<file path="src/sv/circular_motion_generator_unit_defines.svh">
// Assertion macros for the circular motion generator.
`ifndef CIRCULAR_MOTION_GENERATOR_UNIT_DEFINES_SVH
`define CIRCULAR_MOTION_GENERATOR_UNIT_DEFINES_SVH
`ifndef SYNTHESIS
`define CMG_ASSERT(label, clk, rst_n, prop, msg) \
    label: assert property (@(posedge clk) disable iff (!rst_n) (prop)) else $error(msg);
`define CMG_ASSERT_RST(label, clk, prop, msg) \
    label: assert property (@(posedge clk) (prop)) else $error(msg);
`else
`define CMG_ASSERT(label, clk, rst_n, prop, msg)
`define CMG_ASSERT_RST(label, clk, prop, msg)
`endif
`endif

</file>
<file path="src/sv/cmg_pkg.sv">
// Package: types, constants and tables for the circular motion generator.
package cmg_pkg;
    localparam int unsigned CordicStepsDefault = 16;
    localparam int unsigned AtanLen = 24;
    localparam logic [18:0] TwoPiQ16 = 19'd411775;
    localparam logic [17:0] PiQ16 = 18'd205887;
    localparam logic [16:0] HalfPiQ16 = 17'd102944;
    localparam logic signed [33:0] CordicGainQ30 = 34'sd652032874;

    typedef enum logic [2:0] {
        REG_RADIUS = 3'd0, REG_PERIOD = 3'd1, REG_TARGET = 3'd2, REG_START = 3'd3,
        REG_CENTER_X = 3'd4, REG_CENTER_Y = 3'd5, REG_DIRECTION = 3'd6
    } t_reg_idx;

    typedef enum logic [0:0] { REQ_TICK = 1'b0, REQ_RESTART = 1'b1 } t_req;

    typedef enum logic [2:0] {
        ST_IDLE, ST_DIV, ST_ANGLE, ST_REDUCE, ST_CORDIC, ST_MULX, ST_MULY, ST_OUT
    } t_state;

    typedef struct packed {
        logic        start;
        logic [41:0] dividend;
        logic [23:0] divisor;
    } t_div_ctl;

    function automatic logic [29:0] atan_q30(input logic [4:0] i);
        case (i)
            5'd0: atan_q30 = 30'd843314857;
            5'd1: atan_q30 = 30'd497837829;
            5'd2: atan_q30 = 30'd263043837;
            5'd3: atan_q30 = 30'd133525159;
            5'd4: atan_q30 = 30'd67021687;
            5'd5: atan_q30 = 30'd33543516;
            5'd6: atan_q30 = 30'd16775851;
            5'd7: atan_q30 = 30'd8388437;
            5'd8: atan_q30 = 30'd4194283;
            5'd9: atan_q30 = 30'd2097149;
            5'd10: atan_q30 = 30'd1048576;
            5'd11: atan_q30 = 30'd524288;
            5'd12: atan_q30 = 30'd262144;
            5'd13: atan_q30 = 30'd131072;
            5'd14: atan_q30 = 30'd65536;
            5'd15: atan_q30 = 30'd32768;
            5'd16: atan_q30 = 30'd16384;
            5'd17: atan_q30 = 30'd8192;
            5'd18: atan_q30 = 30'd4096;
            5'd19: atan_q30 = 30'd2048;
            5'd20: atan_q30 = 30'd1024;
            5'd21: atan_q30 = 30'd512;
            5'd22: atan_q30 = 30'd256;
            5'd23: atan_q30 = 30'd128;
            default: atan_q30 = 30'd0;
        endcase
    endfunction
endpackage

</file>
<file path="src/sv/cmg_divider.sv">
// Restoring radix-2 divider, one quotient bit per cycle.
module cmg_divider
    import cmg_pkg::*;
(
    input  logic        i_clk,
    input  logic        i_rst_n,
    input  t_div_ctl    i_ctl,
    output logic        o_done,
    output logic [41:0] o_quot
);
    `include "circular_motion_generator_unit_defines.svh"
    logic [41:0] r_quot;
    logic [24:0] r_rem;
    logic [23:0] r_dvs;
    logic [5:0]  r_cnt;
    logic        r_busy;
    logic        r_done;
    logic [24:0] w_trial;
    logic [24:0] w_sub;

    assign w_trial = {r_rem[23:0], r_quot[41]};
    assign w_sub = w_trial - {1'b0, r_dvs};

    // done is high for one cycle once all 42 quotient bits are in
    always_ff @(posedge i_clk) begin
        if (!i_rst_n) begin
            r_busy <= 1'b0;
            r_cnt <= '0;
            r_done <= 1'b0;
        end else if (i_ctl.start) begin
            r_busy <= 1'b1;
            r_cnt <= 6'd42;
            r_done <= 1'b0;
        end else if (r_busy) begin
            r_cnt <= r_cnt - 6'd1;
            r_done <= (r_cnt == 6'd1);
            if (r_cnt == 6'd1) begin
                r_busy <= 1'b0;
            end
        end else begin
            r_done <= 1'b0;
        end
    end

    always_ff @(posedge i_clk) begin
        if (i_ctl.start) begin
            r_quot <= i_ctl.dividend;
            r_rem <= '0;
            r_dvs <= i_ctl.divisor;
        end else if (r_busy) begin
            if (!w_sub[24]) begin
                r_rem <= w_sub;
                r_quot <= {r_quot[40:0], 1'b1};
            end else begin
                r_rem <= w_trial;
                r_quot <= {r_quot[40:0], 1'b0};
            end
        end
    end

    assign o_done = r_done;
    assign o_quot = r_quot;

    `CMG_ASSERT(a_cnt_busy, i_clk, i_rst_n, r_busy || r_cnt == 6'd0 || $past(i_ctl.start) == 1'b0, "divider counter without busy")
    `CMG_ASSERT(a_done_end, i_clk, i_rst_n, o_done |-> !r_busy, "divider still busy at done")
    `CMG_ASSERT(a_start_busy, i_clk, i_rst_n, i_ctl.start |=> r_busy && r_cnt == 6'd42, "divider did not start")
endmodule

</file>
<file path="config.mk">
export PLATFORM = sky130hd
export DESIGN_NAME = cmg_divider
export DESIGN_NICKNAME = d
export VERILOG_FILES = /design/src/sv/cmg_pkg.sv /design/src/sv/cmg_divider.sv
export VERILOG_INCLUDE_DIRS = /design/src /design/src/sv
export SDC_FILE = /design/constraint.sdc
export NUM_CORES = 1
export LEC_CHECK = 0
export BUFFER_PORTS_ARGS = -buffer_cell sky130_fd_sc_hd__buf_2
export CAP_MARGIN = 0
export CORE_ASPECT_RATIO = 0.6
export CORE_MARGIN = 10
export CORE_UTILIZATION = 32
export CTS_CLUSTER_SIZE = 25
export DETAILED_ROUTE_END_ITERATION = 8
export HOLD_SLACK_MARGIN = 0.1
export PLACE_DENSITY = 0.48
export SKIP_LAST_GASP = 1
export SLEW_MARGIN = 10
export SYNTH_ARGS = -nofsm -noshare
export SYNTH_HDL_FRONTEND = slang
export SYNTH_SLANG_ARGS = --single-unit
export TNS_END_PERCENT = 10
</file>
<file path="constraint.sdc">
create_clock -name i_clk -period 6.1 [get_ports i_clk]
set_input_delay 0.61 -clock i_clk [delete_from_list [all_inputs] [get_ports i_clk]]
set_output_delay 0.61 -clock i_clk [all_outputs]
set_load 0.005 [all_outputs]
</file>
# After elaboration in Yosys (flattened, before gate mapping)
# Index checks and enable logic that the tools add are counted.
# Widths: inputs -> output; s select.
# word_totals
regBits,98
elab_cells,24
output_inout_bits,43
inputBits,69
# op_classes
n_mux,9
eq_ne,1
n_bitwise,2
add_sub_neg,2
reduce_logical,3
# op_table
operator,n
$mux 42,2
$sub 25x24->25,1
$mux 24,1
$mux 6,2
$eq 6x1->1 const B,1
$sub 6x1->6 const B,1
$mux 1,4
$reduce_or 3->1,1
$not 1->1,2
$reduce_bool 2->1,1
$reduce_or 2->1,1

# Longest topological paths before layout
# logic_depth
ltp_word,4
ltp_mapped,12

# Least setup slack after synthesis
# Ideal clock, no wire load.
# synth_timing
path_kind,reg-to-reg
start,"reg r_quot[41], in the netlist o_quot[41]"
end,reg r_rem[18]
stages_incl_launch_ff,12
required_time_ns,5.966
t_arrival_ns,2.677
setup_ns,0.134
path_buffers,0
setup_slack_ns,3.288
cell_sequence,edfxtp_1 inv_1 ha_1 fa_1 and2b_1 o2111ai_2 a31oi_4 a2111oi_0 or3_1 nor4b_1 o41ai_1 a211oi_1
# synth_between
elab_chain_cells,2
# synth_rtl
item,line,text
start: declaration,cmg_divider.sv:12,logic [41:0] r_quot;
start signal: assignment,cmg_divider.sv:47,r_quot <= i_ctl.dividend;
start signal: assignment,cmg_divider.sv:53,"r_quot <= {r_quot[40:0], 1'b1};"
start signal: assignment,cmg_divider.sv:56,"r_quot <= {r_quot[40:0], 1'b0};"
$sub 25x24->25,cmg_divider.sv:22,"assign w_sub = w_trial - {1'b0, r_dvs};"
$mux 24,cmg_divider.sv:51,if (!w_sub[24]) begin
end signal: assignment,cmg_divider.sv:52,r_rem <= w_sub;
end signal: assignment,cmg_divider.sv:55,r_rem <= w_trial;
end: declaration,cmg_divider.sv:13,logic [24:0] r_rem;
# No other way between the ends.
# A chain may end at the register's enable or synchronous reset.

# Worst setup path in the final report
# layout_timing
start,"reg r_quot[41], in the netlist o_quot[41]"
end,reg r_rem[8]
# The elaborated chain is that of the path after synthesis.

==> results.toml <==
[logic_synthesis]
synth_top_family_by_area = "compound AO/OA/AOI/OAI gates"
synth_compound_area_share_pct = 14.0
synth-simple-area-share_pct = 11.6
synth_cell_types = 60
async_flop_share_pct = 0
synthCells = 481
synth-adder-area-share_pct = 6.56
syn_avg_cell_area_sq_um = 10.9
muxShareOfSynthArea_pct = 9.37
synth-edff-count = 66
synth_xor_xnor_area_share_pct = 4.44
netlist_area_sq_um = 5260
syn_nets = 577
yosys_warnings = 0
synth_seq_cells = 98
yosysSeqAreaShare_pct = 49.8
synth_flop_cell = "edfxtp_1"

[grt]
antenna_found_initial = 0
grt_pass1_vias = 4056
overflow = 0
grt_usage_pct = 12.4
grt_max_degree = 52
grt_first_pass_wirelength_microns = 22400

[placement]
hpwl_microns = 10100
routabilityCongestion = 0.844
placement.io_buffers = 111
dp_worst_setup_slack_ns = 2.53
dp.cells = 785

[status]
status = "completed"

[finish]
layout.cells.non_filler = 801
drive_gt1_share_pct = 30.9
fin_nets = 683
finish.utilization_pct = 39.2
syn2layout_area_growth_pct = 20.5
diodes = 0
fill_cells = 1602

[worst_hold_path]
hp-class = "primary input to register"

[drt]
via_count = 3961
drc = 0
drt_iter0_markers = 194
ant_nets = 0
wl_per_cell_microns = 17.1
via_per_inst = 4.95
finalWirelength_microns = 13700
drt_pre_antenna_iters = 5

[worst_setup_path]
critPathMaxFanout = 23
crit_type = "register to register"
crit_required_ns = 6.35
cp.arrival_ns = 3.52
startpoint_type = "register"
cp-end-kind = "register"

[pwr]
leakagePower_nw = 2.61
power_per_cell_area_nw_per_um2 = 285
ir_worst_vdd_mv = 0.124

[sta]
slew_viol_final = 0
min_period_ns = 3.27
min_period_over_period_pct = 53.6
worst_slack_ns = 2.83
tns_ns = 0
finalHoldViolations = 0
rsz0062_at_grt = "no"
max_freq_ghz = 0.306
max_slew_margin_pct = 43.4
setup-violations-final = 0
worst_slew_pin_slew_ns = 0.848
clock-skew-final_ns = 0.00889

[clock_network]
cts_htree_levels = 3
clock_latency_ns = 0.35
clockBufferDepth = 2
post-cts-setup-buffer-count = 0
cts_buffers = 9
clockRootBuffer = "clkbuf_16"
clk_pin_slew_ns = 0.08
cts_resized = 0
numClockSinks = 98
ctsHoldBuffers = 0
cts_tree = "built"

[floorplan]
io_pins = 112
die-area_sq_um = 22100
core_sq_um = 16200
num_rows = 36
die_h_microns = 119
die_w_microns = 186
start_util_pct = 32.6

[flow_run]
maxCapViolations = 0
==> state kept, by name, indices dropped and copies added (netlist names) <==
| name | flops |
|---|---|
| o_quot | 42 |
| r_dvs | 24 |
| r_rem | 24 |
| r_cnt | 6 |
| o_done | 1 |
| r_busy | 1 |
==> cell families after synthesis <==
| family | count (synthesis) |
|---|---|
| simple gates | 134 |
| compound gates | 100 |
| flops | 98 |
| buf+inv | 53 |
| mux | 44 |
| fa+ha+maj | 27 |
| xor+xnor | 25 |
==> synth_stat cells (3+ instances only) <==
cell       number  area (sq um)
a21boi_0        3          22.5
ha_1           26           325
nand3_1         4          20.0
a311oi_1       16           140
mux2_2         42           473
edfxtp_1       66          1980
clkbuf_1       10          37.5
xnor2_1        15           131
buf_1           3          11.3
xor2_1          8          70.1
or3_1           6          37.5
a2111oi_0       3          26.3
nor2_1         38           143
o21a_1          3          22.5
o31ai_1         5          37.5
o21ai_0        12          60.1
a21oi_1        22           110
nor3_1          9          45.0
o21ai_1         3          15.0
a21o_1          7          52.6
inv_1          35           131
a31oi_1         3          18.8
and3_1          3          18.8
buf_4           4          30.0
nand2_1        52           195
dfxtp_1        32           641
nor2b_1         7          43.8
==> area by class of cell <==
class | count | area [sq um] | area share [%]
flip-flops and latches | 98 | 2620 | 41.4
inverters | 35 | 131 | 2.07
clock buffers | 9 | 225 | 3.55
well taps | 209 | 262 | 4.12
clock inverters | 7 | 86.3 | 1.36
multi-input cells | 330 | 2440 | 38.5
repair buffers | 113 | 573 | 9.03
==> metrics by stage <==
step	hold slack (ns)	power (mW)	cell area, sq um
after floorplan	0.453	1.09	5260
after global placement	0.484	1.21	6010
after detailed placement	0.495	1.21	6010
after CTS	0.424	1.82	6320
after global routing	0.416	1.91	6340
final	0.435	1.81	6340
==> layout by cell type, fill, tap and decap left out, drive strengths merged, types with 4 or more instances in the layout <==
cell type	count
a21o	7
a21oi	23
a311oi	16
a31oi	4
buf	113
clkbuf	9
dfxtp	32
edfxtp	66
ha	26
inv	38
mux2	42
nand2	52
nand3	4
nor2	38
nor2b	7
nor3	9
o21ai	15
o31ai	5
or3	6
xnor2	17
xor2	8
==> worst paths after layout <==
kind | from | endpoint | slack, ns | cells after the start
setup reg to reg | o_quot[41] | r_rem[8] | 2.83 | 11
setup / recovery | o_quot[41] | r_rem[8] | 2.83 | 11
hold reg to reg | r_rem[15] | r_rem[16] | 0.50 | 2
hold / removal | i_ctl[5] | r_dvs[5] | 0.43 | 1
==> where the power goes <==
part / switching (mW) / internal, mW / total (mW)
sequential: 0.0398 / 0.779 / 0.819
combinational: 0.215 / 0.171 / 0.387
clock: 0.274 / 0.327 / 0.601
total: 0.529 / 1.28 / 1.81
==> critical path, stage by stage, from the launching register on <==
cell and delay [ns]:
edfxtp_1 0.35, inv_1 0.06, ha_1 0.24, fa_1 0.42, and2b_1 0.25, o2111ai_2 0.15, a31oi_4 0.27, a22oi_2 0.14
a21oi_4 0.32, xnor2_4 0.29, or3_1 0.42, a311oi_1 0.26
==> layer usage <==
layer  global-route usage (%)  vias up  part of all wire [%]
li1                         -     1965                     -
met1                     18.2     1886                    50
met2                     17.7      103                    42
met3                     3.64        7                   7.1
met4                     2.26        0                  0.53
met5                        0        -                     0
Power figures use the tool's default switching activity.
